==> config.mk <==
export PLATFORM = sky130hd
export DESIGN_NAME = can_frame_to_ascii_serializer_flat
export DESIGN_NICKNAME = d
export VERILOG_FILES = /design/src/hdl/cfta_pkg.sv /design/src/hdl/cfta_ifs.sv /design/src/hdl/cfta_sequencer.sv /design/src/hdl/cfta_char_gen.sv /design/src/hdl/can_frame_to_ascii_serializer.sv /design/src/flat_wrapper.sv
export SDC_FILE = /design/constraint.sdc
export NUM_CORES = 1
export LEC_CHECK = 0
export BUFFER_PORTS_ARGS = -buffer_cell sky130_fd_sc_hd__buf_2
export CORE_AREA = 4 4 109 111
export CTS_BUF_LIST = sky130_fd_sc_hd__clkbuf_8
export DETAILED_ROUTE_END_ITERATION = 10
export DIE_AREA = 0 0 113 115
export GPL_TIMING_DRIVEN = 0
export PLACE_DENSITY_LB_ADDON = 0.3
export RECOVER_POWER = 100
export SLEW_MARGIN = 20
export SYNTH_ARGS = -nofsm -noshare
export SYNTH_HDL_FRONTEND = slang
export SYNTH_SLANG_ARGS = --single-unit
==> constraint.sdc <==
create_clock -name clock -period 19.25 [get_ports clock]
set_input_delay 3.85 -clock clock [delete_from_list [all_inputs] [get_ports clock]]
set_output_delay 3.85 -clock clock [all_outputs]
set_load 0.005 [all_outputs]
==> src/hdl/cfta_pkg.sv <==
// ----------------------------------------------------------------------------
// cfta_pkg
// Shared types, character codes and the hex digit function of the CAN frame
// to ASCII line encoder.
// ----------------------------------------------------------------------------
package cfta_pkg;

   localparam int IDX_W          = 5;
   localparam int MAX_DATA_BYTES = 8;

   localparam logic [7:0] CHAR_STD_DATA   = 8'h74; // t
   localparam logic [7:0] CHAR_EXT_DATA   = 8'h54; // T
   localparam logic [7:0] CHAR_STD_REMOTE = 8'h72; // r
   localparam logic [7:0] CHAR_EXT_REMOTE = 8'h52; // R
   localparam logic [7:0] CHAR_CR         = 8'h0D;
   localparam logic [7:0] CHAR_ZERO       = 8'h30;
   localparam logic [7:0] CHAR_UPPER_A    = 8'h41;

   typedef struct packed {
      logic        is_remote;
      logic        is_extended;
      logic [28:0] frame_ident;
      logic [3:0]  byte_count;
      logic [63:0] payload;
      logic [15:0] stamp;
   } frame_type;

   typedef struct packed {
      frame_type            frame;
      logic [IDX_W-1:0]     index;
   } seq_view_type;

   typedef struct packed {
      logic [7:0] out_char;
      logic       last_char;
   } char_type;

   function automatic logic [7:0] hex_char(input logic [3:0] n);
      logic [7:0] c;
      if (n < 4'd10) begin
         c = CHAR_ZERO + {4'd0, n};
      end else begin
         c = CHAR_UPPER_A + {4'd0, n - 4'd10};
      end
      return c;
   endfunction

endpackage

==> src/hdl/cfta_ifs.sv <==
// ----------------------------------------------------------------------------
// cfta interfaces
// Valid/ready channels for received frames and for line characters.
// ----------------------------------------------------------------------------
interface cfta_req_if;
   logic        valid;
   logic        ready;
   logic        is_remote;
   logic        is_extended;
   logic [28:0] frame_ident;
   logic [3:0]  byte_count;
   logic [63:0] payload;
   logic [15:0] stamp;

   modport source (output valid, is_remote, is_extended, frame_ident, byte_count,
                   payload, stamp, input ready);
   modport sink (input valid, is_remote, is_extended, frame_ident, byte_count,
                 payload, stamp, output ready);
endinterface

interface cfta_rsp_if;
   logic       valid;
   logic       ready;
   logic [7:0] out_char;
   logic       last_char;

   modport source (output valid, out_char, last_char, input ready);
   modport sink (input valid, out_char, last_char, output ready);
endinterface

==> src/hdl/cfta_sequencer.sv <==
// ----------------------------------------------------------------------------
// cfta_sequencer
// Frame register and character index counter; takes a frame when idle or as
// the current one hands its closing character to the output register.
// ----------------------------------------------------------------------------
module cfta_sequencer
   import cfta_pkg::*;
(
   input  logic          clock,
   input  logic          reset,
   cfta_req_if.sink      req_if,
   input  logic          advance,
   input  logic          char_last,
   output logic          frame_valid,
   output seq_view_type  view
);

   frame_type         frame_ff, frame_in;
   logic              valid_ff, valid_in;
   logic [IDX_W-1:0]  index_ff, index_in;
   logic              done;
   logic              take;

   assign done         = advance && char_last;
   assign req_if.ready = !valid_ff || done;
   assign take         = req_if.valid && req_if.ready;

   always_comb begin
      frame_in = frame_ff;
      valid_in = valid_ff;
      index_in = index_ff;
      if (take) begin
         frame_in.is_remote   = req_if.is_remote;
         frame_in.is_extended = req_if.is_extended;
         frame_in.frame_ident = req_if.frame_ident;
         frame_in.byte_count  = req_if.byte_count;
         frame_in.payload     = req_if.payload;
         frame_in.stamp       = req_if.stamp;
         valid_in             = 1'b1;
         index_in             = '0;
      end else if (done) begin
         valid_in = 1'b0;
         index_in = '0;
      end else if (advance) begin
         index_in = index_ff + 1'b1;
      end
   end

   always_ff @(posedge clock) begin
      if (reset) begin
         valid_ff <= 1'b0;
         index_ff <= '0;
      end else begin
         valid_ff <= valid_in;
         index_ff <= index_in;
      end
      frame_ff <= frame_in;
   end

   assign frame_valid = valid_ff;
   assign view.frame  = frame_ff;
   assign view.index  = index_ff;

endmodule

==> src/hdl/cfta_char_gen.sv <==
// ----------------------------------------------------------------------------
// cfta_char_gen
// Picks the character at one position of the encoded line.
// ----------------------------------------------------------------------------
module cfta_char_gen
   import cfta_pkg::*;
(
   input  seq_view_type view,
   input  logic         ts_enable,
   output char_type     char_out
);

   logic [IDX_W-1:0] id_digits;
   logic [IDX_W-1:0] len_pos;
   logic [IDX_W-1:0] data_start;
   logic [IDX_W-1:0] data_digits;
   logic [IDX_W-1:0] ts_start;
   logic [IDX_W-1:0] cr_pos;
   logic [IDX_W-1:0] id_off;
   logic [IDX_W-1:0] data_off;
   logic [IDX_W-1:0] ts_off;
   logic [3:0]       nbytes;
   logic [31:0]      ident32;
   logic [2:0]       id_nib;
   logic [3:0]       data_nib;
   logic [1:0]       ts_nib;
   logic [7:0]       letter;
   logic [3:0]       nibble;
   frame_type        f;

   assign f       = view.frame;
   assign ident32 = {3'd0, f.frame_ident};
   assign nbytes  = (f.byte_count > 4'(MAX_DATA_BYTES)) ? 4'(MAX_DATA_BYTES) : f.byte_count;

   assign id_digits   = f.is_extended ? IDX_W'(8) : IDX_W'(3);
   assign len_pos     = id_digits + IDX_W'(1);
   assign data_start  = len_pos + IDX_W'(1);
   assign data_digits = f.is_remote ? '0 : {nbytes, 1'b0};
   assign ts_start    = data_start + data_digits;
   assign cr_pos      = ts_start + (ts_enable ? IDX_W'(4) : IDX_W'(0));

   assign id_off   = view.index - IDX_W'(1);
   assign data_off = view.index - data_start;
   assign ts_off   = view.index - ts_start;

   // most significant digit first; standard ids print the low three nibbles
   assign id_nib   = f.is_extended ? (3'd7 - id_off[2:0]) : (3'd2 - id_off[2:0]);
   // each byte goes high nibble then low nibble
   assign data_nib = {data_off[3:1], ~data_off[0]};
   assign ts_nib   = 2'd3 - ts_off[1:0];

   always_comb begin
      case ({f.is_remote, f.is_extended})
         2'b00:   letter = CHAR_STD_DATA;
         2'b01:   letter = CHAR_EXT_DATA;
         2'b10:   letter = CHAR_STD_REMOTE;
         2'b11:   letter = CHAR_EXT_REMOTE;
         default: letter = CHAR_STD_DATA;
      endcase
   end

   always_comb begin
      nibble             = '0;
      char_out.last_char = 1'b0;
      if (view.index == '0) begin
         char_out.out_char = letter;
      end else if (view.index < len_pos) begin
         nibble            = ident32[{id_nib, 2'b00} +: 4];
         char_out.out_char = hex_char(nibble);
      end else if (view.index == len_pos) begin
         char_out.out_char = hex_char(f.byte_count);
      end else if (view.index < ts_start) begin
         nibble            = f.payload[{data_nib, 2'b00} +: 4];
         char_out.out_char = hex_char(nibble);
      end else if (view.index < cr_pos) begin
         nibble            = f.stamp[{ts_nib, 2'b00} +: 4];
         char_out.out_char = hex_char(nibble);
      end else begin
         char_out.out_char  = CHAR_CR;
         char_out.last_char = 1'b1;
      end
   end

endmodule

==> src/hdl/can_frame_to_ascii_serializer.sv <==
// ----------------------------------------------------------------------------
// can_frame_to_ascii_serializer
// Encodes one received CAN frame as its serial-line ASCII text, one
// character per output item, closing carriage return flagged as last.
//
//   channel | dir | payload                                         | item
//   req_if  | in  | is_remote is_extended frame_ident byte_count    | frame
//           |     | payload stamp                                   |
//   rsp_if  | out | out_char last_char                              | char
//   csr     | in  | csr_write_data = timestamp enable               | write
//
// One character leaves per cycle unless rsp stalls; a frame is its letter,
// 3 or 8 id digits, length digit, 2 per data byte (none if remote), 4 stamp
// digits if enabled and CR, walked by the character index counter.
// The next frame is taken in the cycle the current CR enters the output
// register, so frames follow with no gap. rsp ready low holds the output
// register and the counter. Synchronous reset clears the valids and the
// timestamp enable.
// ----------------------------------------------------------------------------
module can_frame_to_ascii_serializer
   import cfta_pkg::*;
(
   input  logic        clock,
   input  logic        reset,
   cfta_req_if.sink    req_if,
   cfta_rsp_if.source  rsp_if,
   input  logic        csr_write_enable,
   input  logic        csr_write_data
);

   seq_view_type view;
   char_type     gen_char;
   logic         frame_valid;
   logic         advance;
   logic         ts_en_ff, ts_en_in;
   logic         out_valid_ff, out_valid_in;
   char_type     out_ff, out_in;

   assign advance = frame_valid && (!out_valid_ff || rsp_if.ready);

   cfta_sequencer u_seq (
      .clock       (clock),
      .reset       (reset),
      .req_if      (req_if),
      .advance     (advance),
      .char_last   (gen_char.last_char),
      .frame_valid (frame_valid),
      .view        (view)
   );

   cfta_char_gen u_gen (
      .view      (view),
      .ts_enable (ts_en_ff),
      .char_out  (gen_char)
   );

   assign ts_en_in     = csr_write_enable ? csr_write_data : ts_en_ff;
   assign out_in       = advance ? gen_char : out_ff;
   assign out_valid_in = advance ? 1'b1 : (out_valid_ff && !rsp_if.ready);

   always_ff @(posedge clock) begin
      if (reset) begin
         ts_en_ff     <= 1'b0;
         out_valid_ff <= 1'b0;
      end else begin
         ts_en_ff     <= ts_en_in;
         out_valid_ff <= out_valid_in;
      end
      out_ff <= out_in;
   end

   assign rsp_if.valid     = out_valid_ff;
   assign rsp_if.out_char  = out_ff.out_char;
   assign rsp_if.last_char = out_ff.last_char;

endmodule

==> src/flat_wrapper.sv <==
// flat-port wrapper written by rule: the top's interface ports become plain ports
module can_frame_to_ascii_serializer_flat import cfta_pkg::*;
  (clock, reset, csr_write_enable, csr_write_data, req_if_valid, req_if_is_remote, req_if_is_extended, req_if_frame_ident, req_if_byte_count, req_if_payload, req_if_stamp, req_if_ready, rsp_if_valid, rsp_if_out_char, rsp_if_last_char, rsp_if_ready);
  cfta_req_if req_if_i ();
  cfta_rsp_if rsp_if_i ();
  input  logic clock;
  input  logic reset;
  input  logic csr_write_enable;
  input  logic csr_write_data;
  input wire logic [$bits(req_if_i.valid)-1:0] req_if_valid;
  input wire logic [$bits(req_if_i.is_remote)-1:0] req_if_is_remote;
  input wire logic [$bits(req_if_i.is_extended)-1:0] req_if_is_extended;
  input wire logic [$bits(req_if_i.frame_ident)-1:0] req_if_frame_ident;
  input wire logic [$bits(req_if_i.byte_count)-1:0] req_if_byte_count;
  input wire logic [$bits(req_if_i.payload)-1:0] req_if_payload;
  input wire logic [$bits(req_if_i.stamp)-1:0] req_if_stamp;
  output wire logic [$bits(req_if_i.ready)-1:0] req_if_ready;
  output wire logic [$bits(rsp_if_i.valid)-1:0] rsp_if_valid;
  output wire logic [$bits(rsp_if_i.out_char)-1:0] rsp_if_out_char;
  output wire logic [$bits(rsp_if_i.last_char)-1:0] rsp_if_last_char;
  input wire logic [$bits(rsp_if_i.ready)-1:0] rsp_if_ready;
  assign req_if_i.valid = req_if_valid;
  assign req_if_i.is_remote = req_if_is_remote;
  assign req_if_i.is_extended = req_if_is_extended;
  assign req_if_i.frame_ident = req_if_frame_ident;
  assign req_if_i.byte_count = req_if_byte_count;
  assign req_if_i.payload = req_if_payload;
  assign req_if_i.stamp = req_if_stamp;
  assign req_if_ready = req_if_i.ready;
  assign rsp_if_valid = rsp_if_i.valid;
  assign rsp_if_out_char = rsp_if_i.out_char;
  assign rsp_if_last_char = rsp_if_i.last_char;
  assign rsp_if_i.ready = rsp_if_ready;
  can_frame_to_ascii_serializer u_core (.clock(clock), .reset(reset), .req_if(req_if_i), .rsp_if(rsp_if_i), .csr_write_enable(csr_write_enable), .csr_write_data(csr_write_data));
endmodule
Word level (Yosys, flattened, before mapping)

Cells that the tools add are included.
Widths: inputs -> output; s select.

$add $sub $neg: 23
Order comparisons: 8
Equality and inequality tests: 4
Shifts and indexed selects: 3
Multiplexer cells: 23
Bitwise gates (word level): 1
Reductions and logical operators: 13

Operators with widths:

| kind                | number |
|---|---|
| $mux 8              | 9 |
| $shiftx 64x7->4     | 1 |
| $add 7x4->8 const A | 4 |
| $pmux 8 s4          | 1 |
| $shiftx 32x6->4     | 1 |
| $add 6x4->7 const A | 4 |
| $lt 4x4->1 const B  | 4 |
| $shiftx 16x5->4     | 1 |
| $sub 4x4->4 const B | 4 |
| $lt 5x5->1          | 3 |
| $add 5x1->5 const B | 2 |
| $mux 1              | 8 |
| $mux 4              | 2 |
| $mux 3              | 2 |
| $add 4x1->5 const B | 1 |
| $add 5x3->5         | 1 |
| $add 5x5->5         | 1 |
| $eq 5x5->1          | 1 |
| $logic_not 5->1     | 1 |
| $mux 5              | 1 |
| $eq 2x2->1 const B  | 2 |
| $gt 4x4->1 const B  | 1 |
| $logic_and 1x1->1   | 4 |
| $sub 4x4->4         | 1 |
| 12 further kinds    | 15 |

Bits in registers: 132
Input port bits: 121
Word-level logic and storage cells: 87

Logic depth before layout (Yosys ltp)

Depth in word-level cells: 15
Mapped depth: 18
Gate-level depth less buffers: 18

Cells and area by module

From an unflattened synthesis, not the netlist that was laid out.

Cell total of the unflattened synthesis: 422
Area total of the unflattened synthesis: 6453.7 sq um

By module, submodules not included:

| module                        | instances | cells an instance | area each (sq um) |
|---|---|---|---|
| cfta_sequencer                | 1         | 143               | 3714.8 |
| cfta_char_gen                 | 1         | 262               | 2379.8 |
| can_frame_to_ascii_serializer | 1         | 17                | 359.1 |

Least setup slack after synthesis

Ideal clock, no wire load.

Path kind: input to output
From: in rsp_if_ready
To: out req_if_ready
Arrival: 4298 ps
Required time: 15400 ps
Path slack: 11102 ps
Stages: 3
Buffers on the path: 0
Path through: nand2b_1 -> nand2_1 -> o21ai_0

Word-level cells in the longest chain between the ends: 4

Ends and longest elaborated chain:

| element           | line                                | RTL |
|---|---|---|
| from (decl)       | flat_wrapper.sv:21                  | `input wire logic [$bits(rsp_if_i.ready)-1:0] rsp_if_ready;` |
| $logic_or 1x1->1  | can_frame_to_ascii_serializer.sv:39 | `assign advance = frame_valid && (!out_valid_ff \|\| rsp_if.ready);` |
| $logic_and 1x1->1 | can_frame_to_ascii_serializer.sv:39 |  |
| $logic_and 1x1->1 | cfta_sequencer.sv:24                | `assign done = advance && char_last;` |
| $logic_or 1x1->1  | cfta_sequencer.sv:25                | `assign req_if.ready = !valid_ff \|\| done;` |
| to (decl)         | flat_wrapper.sv:17                  | `output wire logic [$bits(req_if_i.ready)-1:0] req_if_ready;` |

No other way between the ends.

Final worst setup path

From: in rsp_if_ready
To: reg u_core.u_seq.frame_ff, in the netlist u_core.u_seq.view[15] (enable)

Word-level cells in the longest chain between the ends: 5

Ends and longest elaborated chain:

| element               | line                                | RTL |
|---|---|---|
| $logic_or 1x1->1      | can_frame_to_ascii_serializer.sv:39 |  |
| $logic_and 1x1->1     | can_frame_to_ascii_serializer.sv:39 |  |
| $logic_and 1x1->1     | cfta_sequencer.sv:24                |  |
| $logic_or 1x1->1      | cfta_sequencer.sv:25                |  |
| $logic_and 1x1->1     | cfta_sequencer.sv:26                | `assign take = req_if.valid && req_if.ready;` |
| via u_core.u_seq.take | cfta_sequencer.sv:22                | `logic take;` |
| to (signal assigned)  | cfta_sequencer.sv:57                | `frame_ff <= frame_in;` |
| to (decl)             | cfta_sequencer.sv:18                | `frame_type frame_ff, frame_in;` |

The timed path passes the listed nets, and every way through them passes these cells.
A chain may end at the register's enable or synchronous reset.

==> flow_metrics.env <==
export IMPL_fp_dieW_um=113
export IMPL_antenna_found_initial=0
export IMPL_violations="capacitance limit, slew limit"
export IMPL_synth_edf_count=123
export IMPL_layout_commonest_cell="buf_2"
export IMPL_setup_viol=0
export IMPL_synth_area_um2=6450
export IMPL_drtPass1Iterations=6
export IMPL_pwr_share_seq_pct=47.7
export IMPL_dieArea_um2=13000
export IMPL_worstPathArrival_ns=9.26
export IMPL_design_area_um2=7670
export IMPL_wire_per_inst_um=17.3
export IMPL_worst_slew_pin_slew_ns=3.39
export IMPL_clkPwrFrac_pct=33.6
export IMPL_hold_path_class="register to register"
export IMPL_vdd_ir_drop_worst_uv=85.2
export IMPL_vias=4246
export IMPL_r2r_setup_slack_ns=10.50
export IMPL_layout_common_cells="buf_2, edfxtp_1, nand2_1, inv_1, ha_1"
export IMPL_grt_pass1_wl_um=20800
export IMPL_dpl_hpwl_um=9700
export IMPL_regArea_um2=3850
export IMPL_ys_warn_count=0
export IMPL_cts_setup_buffers=0
export IMPL_cts_tree="yes"
export IMPL_gp_congestion=0.840
export IMPL_fin_nets=744
export IMPL_slowest_delay_ns=2.49
export IMPL_finClkSkew_ns=0.0105
export IMPL_slew_limit_headroom_pct=-126
export IMPL_multiInputGateArea_um2=2380
export IMPL_wirelength_um=12800
export IMPL_cts_sinks=131
export IMPL_post_route_period_util_pct=48.1
export IMPL_ys_types=70
export IMPL_outcome="finished with violations"
export IMPL_die_h_um=115
export IMPL_syn_to_final_growth_pct=18.9
export IMPL_viasPerCell=5.71
export IMPL_clk_pin_slew_ns=0.08
export IMPL_grt_use_total_pct=21.0
export IMPL_numCtsBuffers=17
export IMPL_avgSynthCellArea_um2=14.6
export IMPL_cts_resized=0
export IMPL_power_internal_mw=0.521
export IMPL_drc=0
export IMPL_synth_cells=441
export IMPL_power_density_nw_per_um2=92.3
export IMPL_detail_route_iter0_violations=206
export IMPL_syn_num_nets=594
export IMPL_portBuffers=130
export IMPL_leakagePower_nw=3.05
export IMPL_r2r_end="u_core.u_seq.view[15]$_DFFE_PP_"
export IMPL_power_mw=0.708
export IMPL_hold_violations=0
export IMPL_min_to="u_core.rsp_if.valid$_SDFF_PP0_"
export IMPL_core_um2=10800
export IMPL_ctsHoldBuffers=0
export IMPL_clk_latency_ns=0.45
export IMPL_grt_max_degree=63
export IMPL_crit_type="input port to register"
export IMPL_cts_root_buf="clkbuf_8"
export IMPL_grt_ovfl_total=0
export IMPL_netSwitchingPower_mw=0.187
export IMPL_crit_fanout=62
export IMPL_post_route_min_period_ns=9.26
export IMPL_switching_share_pct=26.4
export IMPL_grt_pass1_vias=4386
export IMPL_worstPathRequired_ns=19.24
export IMPL_ys_seq_area_share_pct=59.7
export IMPL_h_tree_depth=4
export IMPL_async_flop_share_pct=0
export IMPL_cp_end_kind="register"
export IMPL_rsz0062_at_grt="no"
export IMPL_rows=38
export IMPL_hp_start="u_core.u_seq.frame_valid$_SDFFE_PP0P_"
export IMPL_placed_area_um2=7310
export IMPL_regToRegStartpoint="u_core.u_seq.view[86]$_DFFE_PP_"
export IMPL_start_util_pct=59.8
export IMPL_drive_above_1_share_pct=32.5
export IMPL_drv_slew=118
export IMPL_drv_cap=2
export IMPL_utilization_pct=71.0
export IMPL_cp_slowest_cell="and2_0"
export IMPL_worstPathCellList="buf_2 > nand2b_1 > nand2_1 > o21ai_0 > and2_0 > clkbuf_1"
export IMPL_fillers=717
export IMPL_critPathLaunchType="input port"
export IMPL_hold_depth=2
export IMPL_io_pins=132
export IMPL_ys_seq_elements=131
export IMPL_tns_ns=0
export IMPL_clock_path_buffers=2
export IMPL_comb_power_share_pct=18.7
export IMPL_worstRegToRegCells=17
export IMPL_ys_flop_type="edfxtp_1"
export IMPL_drt_antenna_violating_nets=0
export IMPL_n_antenna_cell=0
export IMPL_fmax_mhz=108
[per-layer routing]
layer	wire (um)	vias to the layer above	track usage, %
li1	-	2024	-
met1	5320	2026	25.3
met2	6470	166	35.5
met3	770	30	5.84
met4	267	0	9.38
met5	0	-	0
[cells in the mapped netlist, types with 2 or more instances]
| master | instances | share of area, % |
|---|---|---|
| xnor2_1 | 9 | 1.2 |
| and3b_1 | 2 | 0.27 |
| fa_1 | 2 | 0.62 |
| nand3_1 | 4 | 0.31 |
| ha_1 | 30 | 5.8 |
| nor2_2 | 3 | 0.29 |
| mux4_2 | 15 | 5.2 |
| o2111ai_1 | 2 | 0.27 |
| mux2_2 | 3 | 0.52 |
| inv_1 | 30 | 1.7 |
| buf_6 | 2 | 0.35 |
| buf_2 | 2 | 0.16 |
| o31ai_1 | 5 | 0.58 |
| mux4_1 | 8 | 3.3 |
| clkbuf_1 | 6 | 0.35 |
| o21a_1 | 6 | 0.70 |
| nor3_1 | 7 | 0.54 |
| edfxtp_1 | 123 | 57 |
| a21o_1 | 3 | 0.35 |
| xor2_1 | 8 | 1.1 |
| nand2_1 | 30 | 1.7 |
| nor4_1 | 3 | 0.29 |
| mux2i_1 | 9 | 1.4 |
| dfxtp_1 | 8 | 2.5 |
| nor2_1 | 13 | 0.76 |
| o221ai_1 | 3 | 0.41 |
| nand3b_1 | 2 | 0.23 |
| a22o_1 | 3 | 0.41 |
| nor3b_1 | 4 | 0.47 |
| nand2b_1 | 2 | 0.19 |
| a221oi_1 | 4 | 0.54 |
| buf_4 | 4 | 0.47 |
| o21ai_0 | 13 | 1.0 |
| a21oi_1 | 26 | 2.0 |
| nand4_1 | 8 | 0.78 |
| a31oi_1 | 3 | 0.29 |
| and3_1 | 2 | 0.19 |
| a221o_1 | 2 | 0.31 |
[registers in the layout, summed over array words and instances, names as in the netlist]
| name | count |
|---|---|
| u_core.u_seq.view | 115 |
| u_core.rsp_if.out_char | 7 |
| u_core.u_seq.index_ff | 5 |
| u_core.rsp_if.last_char | 1 |
| u_core.rsp_if.valid | 1 |
| u_core.ts_en_ff | 1 |
| u_core.u_seq.frame_valid | 1 |
[cell type report]
| class | count | share of cell area (%) |
|---|---|---|
| timing repair buffer | 131 | 8.45 |
| buffer | 15 | 1.04 |
| sequential | 131 | 50.3 |
| clock buffer | 17 | 3.05 |
| clock inverter | 14 | 2.37 |
| tap | 140 | 2.28 |
| multi-input combinational | 264 | 31.0 |
| inverter | 31 | 1.52 |
[power by group through the flow]
stage	registers, mW	logic, mW	clock network (mW)
after floorplan	0.342	0.0963	0
after global placement	0.343	0.128	0
after detailed placement	0.342	0.136	0
after CTS	0.336	0.137	0.244
after global routing	0.339	0.145	0.259
final	0.337	0.132	0.238
[critical path: cells and delay by family]
kind	cells	cell delay (ns)
AO/OA/AOI/OAI	1	0.29
buffers and inverters	2	2.37
AND/OR/NAND/NOR	3	2.69
[through the flow]
stage / hold WS (ns) / setup WS, ns / std cells
final: 0.483 / 9.99 / 743
after global routing: 0.545 / 9.34 / 743
after CTS: 0.484 / 10.79 / 743
after detailed placement: 0.483 / 10.79 / 712
after global placement: 0.459 / 10.86 / 711
after floorplan: 0.450 / 11.10 / 441
[how the worst max path moves through the flow]
stage	to	cells past startpoint	startpoint
floorplan	req_if_ready	3	rsp_if_ready
global placement	req_if_ready	5	rsp_if_ready
detailed placement	req_if_ready	5	rsp_if_ready
CTS	req_if_ready	5	rsp_if_ready
global route	u_core.u_seq.view[14]$_DFFE_PP_	6	rsp_if_ready
finish	u_core.u_seq.view[15]$_DFFE_PP_	6	rsp_if_ready
[cell families (layout without fill, tap and decap cells)]
logic type                 after synthesis  in the layout  share of synthesized area [%]
and+or+nand+nor                         89             89                           7.18
adders and majority gates               32             32                           6.44
AOI/OAI and AO/OA                       86             86                           9.39
muxes                                   36             36                           10.8
xor gates and xnor gates                20             20                           3.24
buffers and inverters                   46            208                           3.18
other                                    1              1                         0.0581
DFF                                    131            131                           59.7
Note: power is estimated with default switching activity, not from simulation.
